## src/hdl/kcrd_pkg.sv

```systemverilog
// Shared types and constants for the key chord release detector.
// No dependencies; used by every module of the block.
`default_nettype none

package kcrd_pkg;

   localparam int KEY_CODES = 256;
   localparam int KEY_W     = $clog2(KEY_CODES);
   localparam int COUNT_W   = $clog2(KEY_CODES + 1);
   localparam int LAYOUT_W  = 32;

   localparam int QUEUE_DEPTH = 2;
   localparam int QPTR_W      = $clog2(QUEUE_DEPTH);
   localparam int QCNT_W      = $clog2(QUEUE_DEPTH + 1);

   // codes in this band are never tracked
   localparam logic [KEY_W-1:0] OEM_LOW  = KEY_W'(8'hE9);
   localparam logic [KEY_W-1:0] OEM_HIGH = KEY_W'(8'hF5);

   localparam logic [KEY_W-1:0] KEY_LSHIFT = KEY_W'(8'hA0);
   localparam logic [KEY_W-1:0] KEY_RSHIFT = KEY_W'(8'hA1);
   localparam logic [KEY_W-1:0] KEY_LCTRL  = KEY_W'(8'hA2);
   localparam logic [KEY_W-1:0] KEY_RCTRL  = KEY_W'(8'hA3);
   localparam logic [KEY_W-1:0] KEY_LALT   = KEY_W'(8'hA4);
   localparam logic [KEY_W-1:0] KEY_RALT   = KEY_W'(8'hA5);

   localparam logic [LAYOUT_W-1:0] LAYOUT_FIRST_RST  = 32'h0409_0409;
   localparam logic [LAYOUT_W-1:0] LAYOUT_SECOND_RST = 32'h0419_0419;
   localparam logic [LAYOUT_W-1:0] LAYOUT_THIRD_RST  = 32'h0411_0411;
   localparam logic [LAYOUT_W-1:0] LAYOUT_ID_MASK    = 32'h0000_FFFF;

   localparam logic [COUNT_W-1:0] CHORD_PEAK = COUNT_W'(2);

   localparam int CSR_IDX_W = 2;
   localparam logic [CSR_IDX_W-1:0] CSR_LAYOUT_FIRST  = 2'd0;
   localparam logic [CSR_IDX_W-1:0] CSR_LAYOUT_SECOND = 2'd1;
   localparam logic [CSR_IDX_W-1:0] CSR_LAYOUT_THIRD  = 2'd2;

   typedef enum logic [1:0] {
      MOD_NONE,
      MOD_SHIFT,
      MOD_CTRL,
      MOD_ALT
   } mod_type;

   typedef struct packed {
      logic                active;
      logic                down;
      logic [KEY_W-1:0]    code;
      mod_type             modifier;
      logic [LAYOUT_W-1:0] cur_layout;
   } entry_type;

endpackage

`default_nettype wire

```

## src/hdl/kcrd_front.sv

```systemverilog
// Front end: classifies an incoming key request into a queue entry.
// Depends on kcrd_pkg.
`default_nettype none

module kcrd_front (
   input  wire logic                          event_is_action,
   input  wire logic                          key_down,
   input  wire logic [kcrd_pkg::KEY_W-1:0]    key_code,
   input  wire logic [kcrd_pkg::LAYOUT_W-1:0] current_layout,
   output kcrd_pkg::entry_type                entry
);

   logic ignored;

   assign ignored = (key_code >= kcrd_pkg::OEM_LOW) && (key_code <= kcrd_pkg::OEM_HIGH);

   always_comb begin
      entry.active     = event_is_action && !ignored;
      entry.down       = key_down;
      entry.code       = key_code;
      entry.cur_layout = current_layout;
      unique case (key_code)
         kcrd_pkg::KEY_LSHIFT, kcrd_pkg::KEY_RSHIFT: entry.modifier = kcrd_pkg::MOD_SHIFT;
         kcrd_pkg::KEY_LCTRL,  kcrd_pkg::KEY_RCTRL:  entry.modifier = kcrd_pkg::MOD_CTRL;
         kcrd_pkg::KEY_LALT,   kcrd_pkg::KEY_RALT:   entry.modifier = kcrd_pkg::MOD_ALT;
         default:                                    entry.modifier = kcrd_pkg::MOD_NONE;
      endcase
   end

endmodule

`default_nettype wire

```

## src/hdl/kcrd_queue.sv

```systemverilog
// Short FIFO between the classifier and the execution stage.
// Depends on kcrd_pkg.
`default_nettype none

module kcrd_queue (
   input  wire logic          clock,
   input  wire logic          reset,
   input  wire logic          push,
   input  wire kcrd_pkg::entry_type push_entry,
   output logic               not_full,
   input  wire logic          pop,
   output logic               head_valid,
   output kcrd_pkg::entry_type head_entry
);

   kcrd_pkg::entry_type             slot_ff [kcrd_pkg::QUEUE_DEPTH];
   logic [kcrd_pkg::QPTR_W-1:0]     wr_ptr_ff, wr_ptr_in;
   logic [kcrd_pkg::QPTR_W-1:0]     rd_ptr_ff, rd_ptr_in;
   logic [kcrd_pkg::QCNT_W-1:0]     count_ff, count_in;

   localparam logic [kcrd_pkg::QPTR_W-1:0] LAST_SLOT = kcrd_pkg::QPTR_W'(kcrd_pkg::QUEUE_DEPTH - 1);
   localparam logic [kcrd_pkg::QCNT_W-1:0] FULL_CNT  = kcrd_pkg::QCNT_W'(kcrd_pkg::QUEUE_DEPTH);

   assign not_full   = (count_ff != FULL_CNT);
   assign head_valid = (count_ff != '0);
   assign head_entry = slot_ff[rd_ptr_ff];

   always_comb begin
      wr_ptr_in = wr_ptr_ff;
      rd_ptr_in = rd_ptr_ff;
      count_in  = count_ff;
      if (push) begin
         wr_ptr_in = (wr_ptr_ff == LAST_SLOT) ? '0 : wr_ptr_ff + kcrd_pkg::QPTR_W'(1);
      end
      if (pop) begin
         rd_ptr_in = (rd_ptr_ff == LAST_SLOT) ? '0 : rd_ptr_ff + kcrd_pkg::QPTR_W'(1);
      end
      if (push && !pop) begin
         count_in = count_ff + kcrd_pkg::QCNT_W'(1);
      end else if (pop && !push) begin
         count_in = count_ff - kcrd_pkg::QCNT_W'(1);
      end
   end

   always_ff @(posedge clock) begin
      if (reset) begin
         wr_ptr_ff <= '0;
         rd_ptr_ff <= '0;
         count_ff  <= '0;
      end else begin
         wr_ptr_ff <= wr_ptr_in;
         rd_ptr_ff <= rd_ptr_in;
         count_ff  <= count_in;
      end
   end

   always_ff @(posedge clock) begin
      if (push) begin
         slot_ff[wr_ptr_ff] <= push_entry;
      end
   end

   assert property (@(posedge clock) disable iff (reset) count_ff <= FULL_CNT)
      else $error("queue count above depth");
   assert property (@(posedge clock) disable iff (reset)
      push && !pop |=> count_ff == $past(count_ff) + kcrd_pkg::QCNT_W'(1))
      else $error("queue count missed a push");
   assert property (@(posedge clock) disable iff (reset) pop |-> head_valid)
      else $error("pop from empty queue");

endmodule

`default_nettype wire

```

## src/hdl/kcrd_back.sv

```systemverilog
// Execution stage: held-key map, counters, chord decision, layout registers
// and the registered response. Depends on kcrd_pkg.
`default_nettype none

module kcrd_back (
   input  wire logic                               clock,
   input  wire logic                               reset,
   input  wire logic                               csr_write_enable,
   input  wire logic [kcrd_pkg::CSR_IDX_W-1:0]     csr_index,
   input  wire logic [kcrd_pkg::LAYOUT_W-1:0]      csr_write_data,
   input  wire logic                               head_valid,
   input  wire kcrd_pkg::entry_type                head_entry,
   output logic                                    pop,
   output logic                                    rsp_valid,
   input  wire logic                               rsp_ready,
   output logic                                    rsp_switch_request,
   output logic [kcrd_pkg::LAYOUT_W-1:0]           rsp_new_layout
);

   logic [kcrd_pkg::LAYOUT_W-1:0]  layout_first_ff, layout_second_ff, layout_third_ff;
   logic [kcrd_pkg::KEY_CODES-1:0] held_map_ff, held_map_in;
   logic [kcrd_pkg::COUNT_W-1:0]   held_count_ff, held_count_in;
   logic [kcrd_pkg::COUNT_W-1:0]   peak_count_ff, peak_count_in;
   logic                           rsp_valid_ff, rsp_valid_in;
   logic                           switch_ff, switch_in;
   logic [kcrd_pkg::LAYOUT_W-1:0]  layout_ff, layout_in;

   logic                          hit, chord, toggle, third;
   logic                          shift_held, ctrl_held, alt_held;
   logic [kcrd_pkg::KEY_W-1:0]    code;

   assign pop                = head_valid && (!rsp_valid_ff || rsp_ready);
   assign rsp_valid          = rsp_valid_ff;
   assign rsp_switch_request = switch_ff;
   assign rsp_new_layout     = layout_ff;

   assign code = head_entry.code;
   assign hit  = held_map_ff[code];

   // modifier state as it stands once the released key's bit is cleared
   assign shift_held = (held_map_ff[kcrd_pkg::KEY_LSHIFT] && code != kcrd_pkg::KEY_LSHIFT)
                    || (held_map_ff[kcrd_pkg::KEY_RSHIFT] && code != kcrd_pkg::KEY_RSHIFT);
   assign ctrl_held  = (held_map_ff[kcrd_pkg::KEY_LCTRL] && code != kcrd_pkg::KEY_LCTRL)
                    || (held_map_ff[kcrd_pkg::KEY_RCTRL] && code != kcrd_pkg::KEY_RCTRL);
   assign alt_held   = (held_map_ff[kcrd_pkg::KEY_LALT] && code != kcrd_pkg::KEY_LALT)
                    || (held_map_ff[kcrd_pkg::KEY_RALT] && code != kcrd_pkg::KEY_RALT);

   always_comb begin
      held_map_in   = held_map_ff;
      held_count_in = held_count_ff;
      peak_count_in = peak_count_ff;
      chord         = 1'b0;
      toggle        = 1'b0;
      third         = 1'b0;
      if (head_entry.active) begin
         if (head_entry.down) begin
            if (!hit) begin
               held_count_in = held_count_ff + kcrd_pkg::COUNT_W'(1);
            end
            if (peak_count_ff < held_count_in) begin
               peak_count_in = held_count_in;
            end
            held_map_in[code] = 1'b1;
         end else begin
            if (hit && held_count_ff != '0) begin
               held_count_in = held_count_ff - kcrd_pkg::COUNT_W'(1);
            end
            if (held_count_in == '0) begin
               peak_count_in = '0;
            end
            chord = (held_count_in == kcrd_pkg::COUNT_W'(1))
                 && (peak_count_in == kcrd_pkg::CHORD_PEAK);
            held_map_in[code] = 1'b0;
            case (head_entry.modifier)
               kcrd_pkg::MOD_CTRL:  toggle = shift_held && !alt_held;
               kcrd_pkg::MOD_ALT:   third  = shift_held && !ctrl_held;
               kcrd_pkg::MOD_SHIFT: begin
                  third  = alt_held && !ctrl_held;
                  toggle = ctrl_held && !alt_held;
               end
               default: ;
            endcase
         end
      end
   end

   always_comb begin
      switch_in = 1'b0;
      layout_in = '0;
      if (chord) begin
         if (toggle) begin
            switch_in = 1'b1;
            layout_in = (head_entry.cur_layout == layout_first_ff) ? layout_second_ff
                                                                   : layout_first_ff;
         end else if (third && ((head_entry.cur_layout & kcrd_pkg::LAYOUT_ID_MASK)
                             != (layout_third_ff & kcrd_pkg::LAYOUT_ID_MASK))) begin
            switch_in = 1'b1;
            layout_in = layout_third_ff;
         end
      end
   end

   always_comb begin
      rsp_valid_in = rsp_valid_ff;
      if (pop) begin
         rsp_valid_in = 1'b1;
      end else if (rsp_ready) begin
         rsp_valid_in = 1'b0;
      end
   end

   always_ff @(posedge clock) begin
      if (reset) begin
         held_map_ff      <= '0;
         held_count_ff    <= '0;
         peak_count_ff    <= '0;
         rsp_valid_ff     <= 1'b0;
         layout_first_ff  <= kcrd_pkg::LAYOUT_FIRST_RST;
         layout_second_ff <= kcrd_pkg::LAYOUT_SECOND_RST;
         layout_third_ff  <= kcrd_pkg::LAYOUT_THIRD_RST;
      end else begin
         rsp_valid_ff <= rsp_valid_in;
         if (pop) begin
            held_map_ff   <= held_map_in;
            held_count_ff <= held_count_in;
            peak_count_ff <= peak_count_in;
         end
         if (csr_write_enable) begin
            case (csr_index)
               kcrd_pkg::CSR_LAYOUT_FIRST:  layout_first_ff  <= csr_write_data;
               kcrd_pkg::CSR_LAYOUT_SECOND: layout_second_ff <= csr_write_data;
               kcrd_pkg::CSR_LAYOUT_THIRD:  layout_third_ff  <= csr_write_data;
               default: ;
            endcase
         end
      end
   end

   always_ff @(posedge clock) begin
      if (pop) begin
         switch_ff <= switch_in;
         layout_ff <= layout_in;
      end
   end

   assert property (@(posedge clock) disable iff (reset) peak_count_ff >= held_count_ff)
      else $error("peak count below held count");
   assert property (@(posedge clock) disable iff (reset)
      held_count_ff <= kcrd_pkg::COUNT_W'(kcrd_pkg::KEY_CODES))
      else $error("held count above number of keys");
   assert property (@(posedge clock) disable iff (reset)
      rsp_valid_ff && !switch_ff |-> layout_ff == '0)
      else $error("layout driven without a switch request");

endmodule

`default_nettype wire

```

## src/hdl/key_chord_release_detector.sv

```systemverilog
// Key chord release detector: top level tying classifier, queue and execution stage.
// Depends on kcrd_pkg, kcrd_front, kcrd_queue and kcrd_back.
//
// Takes one key request per cycle while req_ready is high and returns exactly
// one response per request, in order. A request is written into the two-entry
// queue when it is accepted; from the queue head it is processed into the output
// register once that register is empty or its response is being taken, so
// rsp_ready back-pressure can hold it in the queue. Sustained throughput is one
// request per clock while rsp_ready stays high, with the held-key map and
// counters in the execution stage updated for every popped request. The map lives
// in flip-flops and is cleared by reset at once, so no clearing pass is needed.
// Layout registers are written on the csr_ port and should only change while idle.
`default_nettype none

module key_chord_release_detector (
   input  wire logic                           clock,
   input  wire logic                           reset,
   input  wire logic                           csr_write_enable,
   input  wire logic [kcrd_pkg::CSR_IDX_W-1:0] csr_index,
   input  wire logic [kcrd_pkg::LAYOUT_W-1:0]  csr_write_data,
   input  wire logic                           req_valid,
   output logic                                req_ready,
   input  wire logic                           req_event_is_action,
   input  wire logic                           req_key_down,
   input  wire logic [kcrd_pkg::KEY_W-1:0]     req_key_code,
   input  wire logic [kcrd_pkg::LAYOUT_W-1:0]  req_current_layout,
   output logic                                rsp_valid,
   input  wire logic                           rsp_ready,
   output logic                                rsp_switch_request,
   output logic [kcrd_pkg::LAYOUT_W-1:0]       rsp_new_layout
);

   kcrd_pkg::entry_type front_entry, head_entry;
   logic                q_not_full, head_valid, pop;

   assign req_ready = q_not_full;

   kcrd_front u_front (
      .event_is_action (req_event_is_action),
      .key_down        (req_key_down),
      .key_code        (req_key_code),
      .current_layout  (req_current_layout),
      .entry           (front_entry)
   );

   kcrd_queue u_queue (
      .clock      (clock),
      .reset      (reset),
      .push       (req_valid && q_not_full),
      .push_entry (front_entry),
      .not_full   (q_not_full),
      .pop        (pop),
      .head_valid (head_valid),
      .head_entry (head_entry)
   );

   kcrd_back u_back (
      .clock              (clock),
      .reset              (reset),
      .csr_write_enable   (csr_write_enable),
      .csr_index          (csr_index),
      .csr_write_data     (csr_write_data),
      .head_valid         (head_valid),
      .head_entry         (head_entry),
      .pop                (pop),
      .rsp_valid          (rsp_valid),
      .rsp_ready          (rsp_ready),
      .rsp_switch_request (rsp_switch_request),
      .rsp_new_layout     (rsp_new_layout)
   );

endmodule

`default_nettype wire
```

## config.mk

```make
export PLATFORM = sky130hd
export DESIGN_NAME = key_chord_release_detector
export DESIGN_NICKNAME = d
export VERILOG_FILES = /design/src/hdl/kcrd_pkg.sv /design/src/hdl/kcrd_front.sv /design/src/hdl/kcrd_queue.sv /design/src/hdl/kcrd_back.sv /design/src/hdl/key_chord_release_detector.sv
export SDC_FILE = /design/constraint.sdc
export NUM_CORES = 1
export LEC_CHECK = 0
export ABC_AREA = 1
export BUFFER_PORTS_ARGS = -buffer_cell sky130_fd_sc_hd__buf_4
export CAP_MARGIN = 0
export CORE_MARGIN = 3
export CORE_UTILIZATION = 40
export DETAILED_ROUTE_END_ITERATION = 6
export HOLD_SLACK_MARGIN = 0.03
export PLACE_DENSITY = 0.58
export SYNTH_ARGS = -nofsm -noshare
export SYNTH_HDL_FRONTEND = slang
export SYNTH_HIERARCHICAL = 1
export SYNTH_SLANG_ARGS = --single-unit
```

## constraint.sdc

```tcl
create_clock -name clock -period 3.85 [get_ports clock]
set_input_delay 0.385 -clock clock [delete_from_list [all_inputs] [get_ports clock]]
set_output_delay 0.385 -clock clock [all_outputs]
set_load 0.01 [all_outputs]
```

After elaboration in Yosys (flattened, before gate mapping) --
Memories as Yosys holds them, arrays and structs flattened. A register that Yosys moved wholly into a read port is not among the register bits. Index checks and enable logic that the tools add are counted.
Cells by class: order comparisons 5, mux-type cells 41, equality and inequality tests 23, add/subtract/negate cells 6, reduce and logical (&&, ||, !) cells 44, bitwise logic cells 3
Operators by type and width (number):
- $and A256 B256 Y256 | 1
- $mux W256 | 1
- $not A256 Y256 | 1
- $or A256 B256 Y256 | 1
- $mux W9 | 12
- $mux W32 | 3
- $eq A8 B8 Y1 const B | 6
- $ne A8 B8 Y1 const B | 6
- $eq A32 B32 Y1 | 1
- $logic_and A1 B1 Y1 | 20
- $mux W1 | 18
- $ne A16 B16 Y1 | 1
- $add A9 B1 Y9 const B | 1
- $eq A9 B1 Y1 const B | 1
- $eq A9 B2 Y1 const B | 1
- $logic_not A9 Y1 | 1
- $lt A8 B9 Y1 const B | 1
- $lt A9 B9 Y1 | 1
- $reduce_bool A9 Y1 | 1
- $sub A9 B1 Y9 const B | 1
- $bmux W1 S8 | 1
- $demux W1 S8 | 1
- $ge A8 B1 Y1 const B | 1
- $ge A8 B8 Y1 const B | 1
- other kinds (18) | 39
Word-level totals: register bits 408, bits of input ports 81, memories kept 1, word-level logic and storage cells 135, bits in writable memories 88, output and inout port bits 35
Memories:
- u_queue.slot_ff | depth 2, bits a word 44, rd ports 1, clocked after Yosys merged registers in 1, write ports 1, line kcrd_queue.sv:16 | kcrd_pkg::entry_type slot_ff [kcrd_pkg::QUEUE_DEPTH];

Longest topological paths before layout --
word-level depth 14, depth in mapped cells 33

Hierarchy --
Netlist, hierarchy kept.
Modules (own cells, without submodules):
- kcrd_back | cells an instance 2686, instances 1, sequential area each 8418.1 um^2, area each 19817.8 um^2
- kcrd_queue | cells an instance 170, instances 1, sequential area each 2742.6 um^2, area each 3606.0 um^2
- kcrd_front | cells an instance 70, instances 1, sequential area each 0.0 um^2, area each 436.7 um^2
- key_chord_release_detector | cells an instance 2, instances 1, sequential area each 0.0 um^2, area each 7.5 um^2

Worst setup path after synthesis --
No wires, ideal clock.
path type register to register, start reg with a tool-made name, end reg u_back/peak_count_ff[1] (netlist bit), path slack -0.125 ns, data arrival time 3.919 ns, clock period less this slack 3.975 ns, library setup time 0.056 ns, stages on the path, launching flop included 33, buffers on the path 6, cells stage by stage dfxtp_1 -> buf_6 -> buf_12 -> mux2_4 -> buf_2 -> inv_2 -> nor2_2 -> buf_2 -> nand2_1 -> nand2_1 -> o21ai_1 -> nand2_1 -> o21ai_0 -> nand2_1 -> nor2_1 -> nor2_1 -> nor2_1 -> nand2_2 -> buf_6 -> nor3_1 -> xor2_1 -> ha_1 -> nand2_1 -> nor2_1 -> a211oi_1 -> o221a_2 -> nand2_1 -> nand2_1 -> nand2_4 -> buf_6 -> a21oi_1 -> nand2_1 -> inv_1
RTL lines:
- end signal: assignment | line kcrd_back.sv:126 | peak_count_ff <= peak_count_in;
- end: declaration | line kcrd_back.sv:23 | logic [kcrd_pkg::COUNT_W-1:0] peak_count_ff, peak_count_in;

==> flow_summary.json <==
{
  "status": "finished, violations left",
  "violations": "setup timing",
  "cp_max_fo": 8,
  "clock_path_buffers": 3,
  "multi_input_area_sq_um": 11100,
  "clock.fmax_mhz": 246,
  "via_per_inst": 5.58,
  "n_fill_cell": 5508,
  "worstSetupStartpointType": "flip-flop",
  "drt_wl_total_mm": 74.3,
  "layout_common_cells": "nand2_1, dfxtp_1, a21oi_1, a311oi_1, buf_4",
  "dp_slack_ps": -238,
  "layout-drive-gt1-share": 0.172,
  "num_vias": 21341,
  "clock_skew_ps": 74.6,
  "grt_max_degree": 194,
  "synth-async-reset-ratio": 0,
  "fin_nets": 3103,
  "grt_use_total": 0.224,
  "seq_area_sq_um": 11200,
  "cpMaxStageDelayCell": "mux2_4",
  "wire_per_inst_microns": 19.4,
  "drt_iter0_markers": 2007,
  "yosysSeqAreaShare": 0.468,
  "arrival_ps": 4550,
  "numCtsBuffers": 54,
  "syn_nets": 3023,
  "routabilityCongestion": 0.848,
  "synth_edf_count": 121,
  "rows": 88,
  "synthXorXnorAreaFrac": 0.0205,
  "antenna_left": 0,
  "synth_area_sq_um": 23900,
  "grt_pass1_vias": 19775,
  "ioPinCount": 116,
  "finalSetupViolCount": 9,
  "grt_first_pass_wirelength_mm": 113,
  "tightest_slew_ps": 1260,
  "cpPeakStageDelay_ps": 390,
  "min_period_over_period": 1.06,
  "synth_mux_area_frac": 0.0270,
  "cap_violations": 0,
  "total_power_w": 0.0170,
  "fp.dieW_microns": 250,
  "die_y_microns": 250,
  "power.density_nw_per_um2": 592,
  "min_path_type": "input port to flip-flop",
  "whs_ps": 130,
  "synthAdderAreaFrac": 0.00734,
  "numPortBuffers": 115,
  "holdPathStages": 3,
  "tritoncts": "yes",
  "worst_slack_ps": -222,
  "cpMostUsedCell": "nand2_1",
  "path_clk_slew_ps": 60,
  "synthDistinctLibCells": 44,
  "mostFrequentLayoutCell": "nand2_1",
  "critPathRequiredTime_ps": 4330,
  "route.detailed.drc": 0,
  "antenna_found_initial": 8,
  "yosys.area_share.simple": 0.187,
  "power_leakage_nw": 11.3,
  "start_util": 0.409,
  "detail_route.first_pass.iterations": 5,
  "ys_ff_latch": 497,
  "dp_hpwl_mm": 43.9,
  "worstSkewPairLatency_ps": 650,
  "die_area_sq_um": 62600,
  "netlist_instances": 2928,
  "rsz0062_at_grt": "yes",
  "reg2reg_depth": 28,
  "final_hold_viol_count": 0,
  "synth_top_area_frac": 0.315,
  "synth_compound_area_frac": 0.206,
  "slew_headroom": 0.159,
  "ys.flop_type": "dfxtp_1",
  "endpoint_kind": "flip-flop",
  "core_region_area_sq_um": 58400,
  "avgSynthCellArea_sq_um": 8.15,
  "peakVddDrop_mv": 0.351,
  "synth_top_cells_by_area": "dfxtp_1, edfxtp_1, nand2_1, a311oi_1, a21oi_1",
  "layout_min_cycle_time_ps": 4070,
  "yosys.area.top_type": "dfxtp_1",
  "h-tree-depth": 2,
  "grt_remaining_overflow": 0,
  "synth_top_family_by_area": "compound AO/OA/AOI/OAI gates",
  "root_buffer": "clkbuf_16",
  "numClockSinks": 497,
  "path_class": "flip-flop to flip-flop",
  "final-max-slew-violation-count": 0,
  "yosys_warnings": 6,
  "hp-start": "req_event_is_action",
  "area_delta_synth_final_pct": 20.4
}
-- cell type report --
class / instances / share of cell area
diodes: 7 / 0.000610
clock buffers: 79 / 0.0538
clock inverters: 23 / 0.00897
inverters: 145 / 0.0199
multi-input cells: 1993 / 0.388
flip-flops and latches: 497 / 0.389
well taps: 765 / 0.0333
repair buffers: 317 / 0.107
-- power by group --
group	leakage [nW]	total, W	internal, W	switching [W]
Combinational	6.21	0.00558	0.00199	0.00358
Clock	0.889	0.00526	0.00301	0.00225
Sequential	4.20	0.00618	0.00590	0.000275
-- critical path: cells and delay by family, from the launching register on --
kind | cells | cell delay [ps]
adder cells (fa/ha/maj) | 1 | 350
flip-flops | 1 | 360
AO/OA/AOI/OAI | 5 | 920
multiplexers | 1 | 390
buffers and inverters | 4 | 410
XOR/XNOR | 1 | 150
AND/OR/NAND/NOR | 16 | 1310
-- through the flow --
step	cells	TNS [ps]	area [sq um]	util
final	3826	-1650	28700	0.492
after global routing	3823	-5140	28700	0.492
after CTS	3808	-677	28300	0.484
after detailed placement	3616	-5760	25400	0.435
after global placement	3616	-5510	25400	0.435
after floorplan	2928	-114	23900	-
-- kinds of logic after synthesis --
family,Yosys count
mux,44
buf+inv,443
simple gates,1111
fa+ha+maj,14
flops,497
compound gates,763
xor+xnor,56
-- final timing paths --
path              slack [ps]                          end
hold / removal           130       u_queue/slot_ff[1][43]
setup / recovery        -220      u_back/peak_count_ff[1]
setup reg to reg        -220      u_back/peak_count_ff[1]
hold reg to reg          450  u_back/layout_second_ff[21]
-- repair_timing --
item / CTS / global route
setup endpoints to repair: 41 / 43
buffers inserted: 9 / 2
hold buffers: 74 / 0
hold endpoints to repair: 166 / 0
pin swaps: 10 / 42
gates cloned: 7 / 9
gates resized for setup: 29 / 80
-- layer usage --
layer / vias to the layer above / share of wire / global-route usage
met5: - / 0.000094 / 0
met2: 772 / 0.45 / 0.350
met1: 10149 / 0.45 / 0.316
met3: 112 / 0.073 / 0.0404
met4: 2 / 0.024 / 0.0644
li1: 10306 / - / -
-- cell usage after synthesis (40+ instances only) --
master and number:
nand2_1 773, a21oi_1 324, edfxtp_1 121, nor2_1 181, inv_1 136, nand3_1 80
clkbuf_1 210, mux2_4 40, a311oi_1 256, dfxtp_1 376, buf_4 41, o21ai_0 124
No activity file was read; power rests on OpenSTA's default activity.
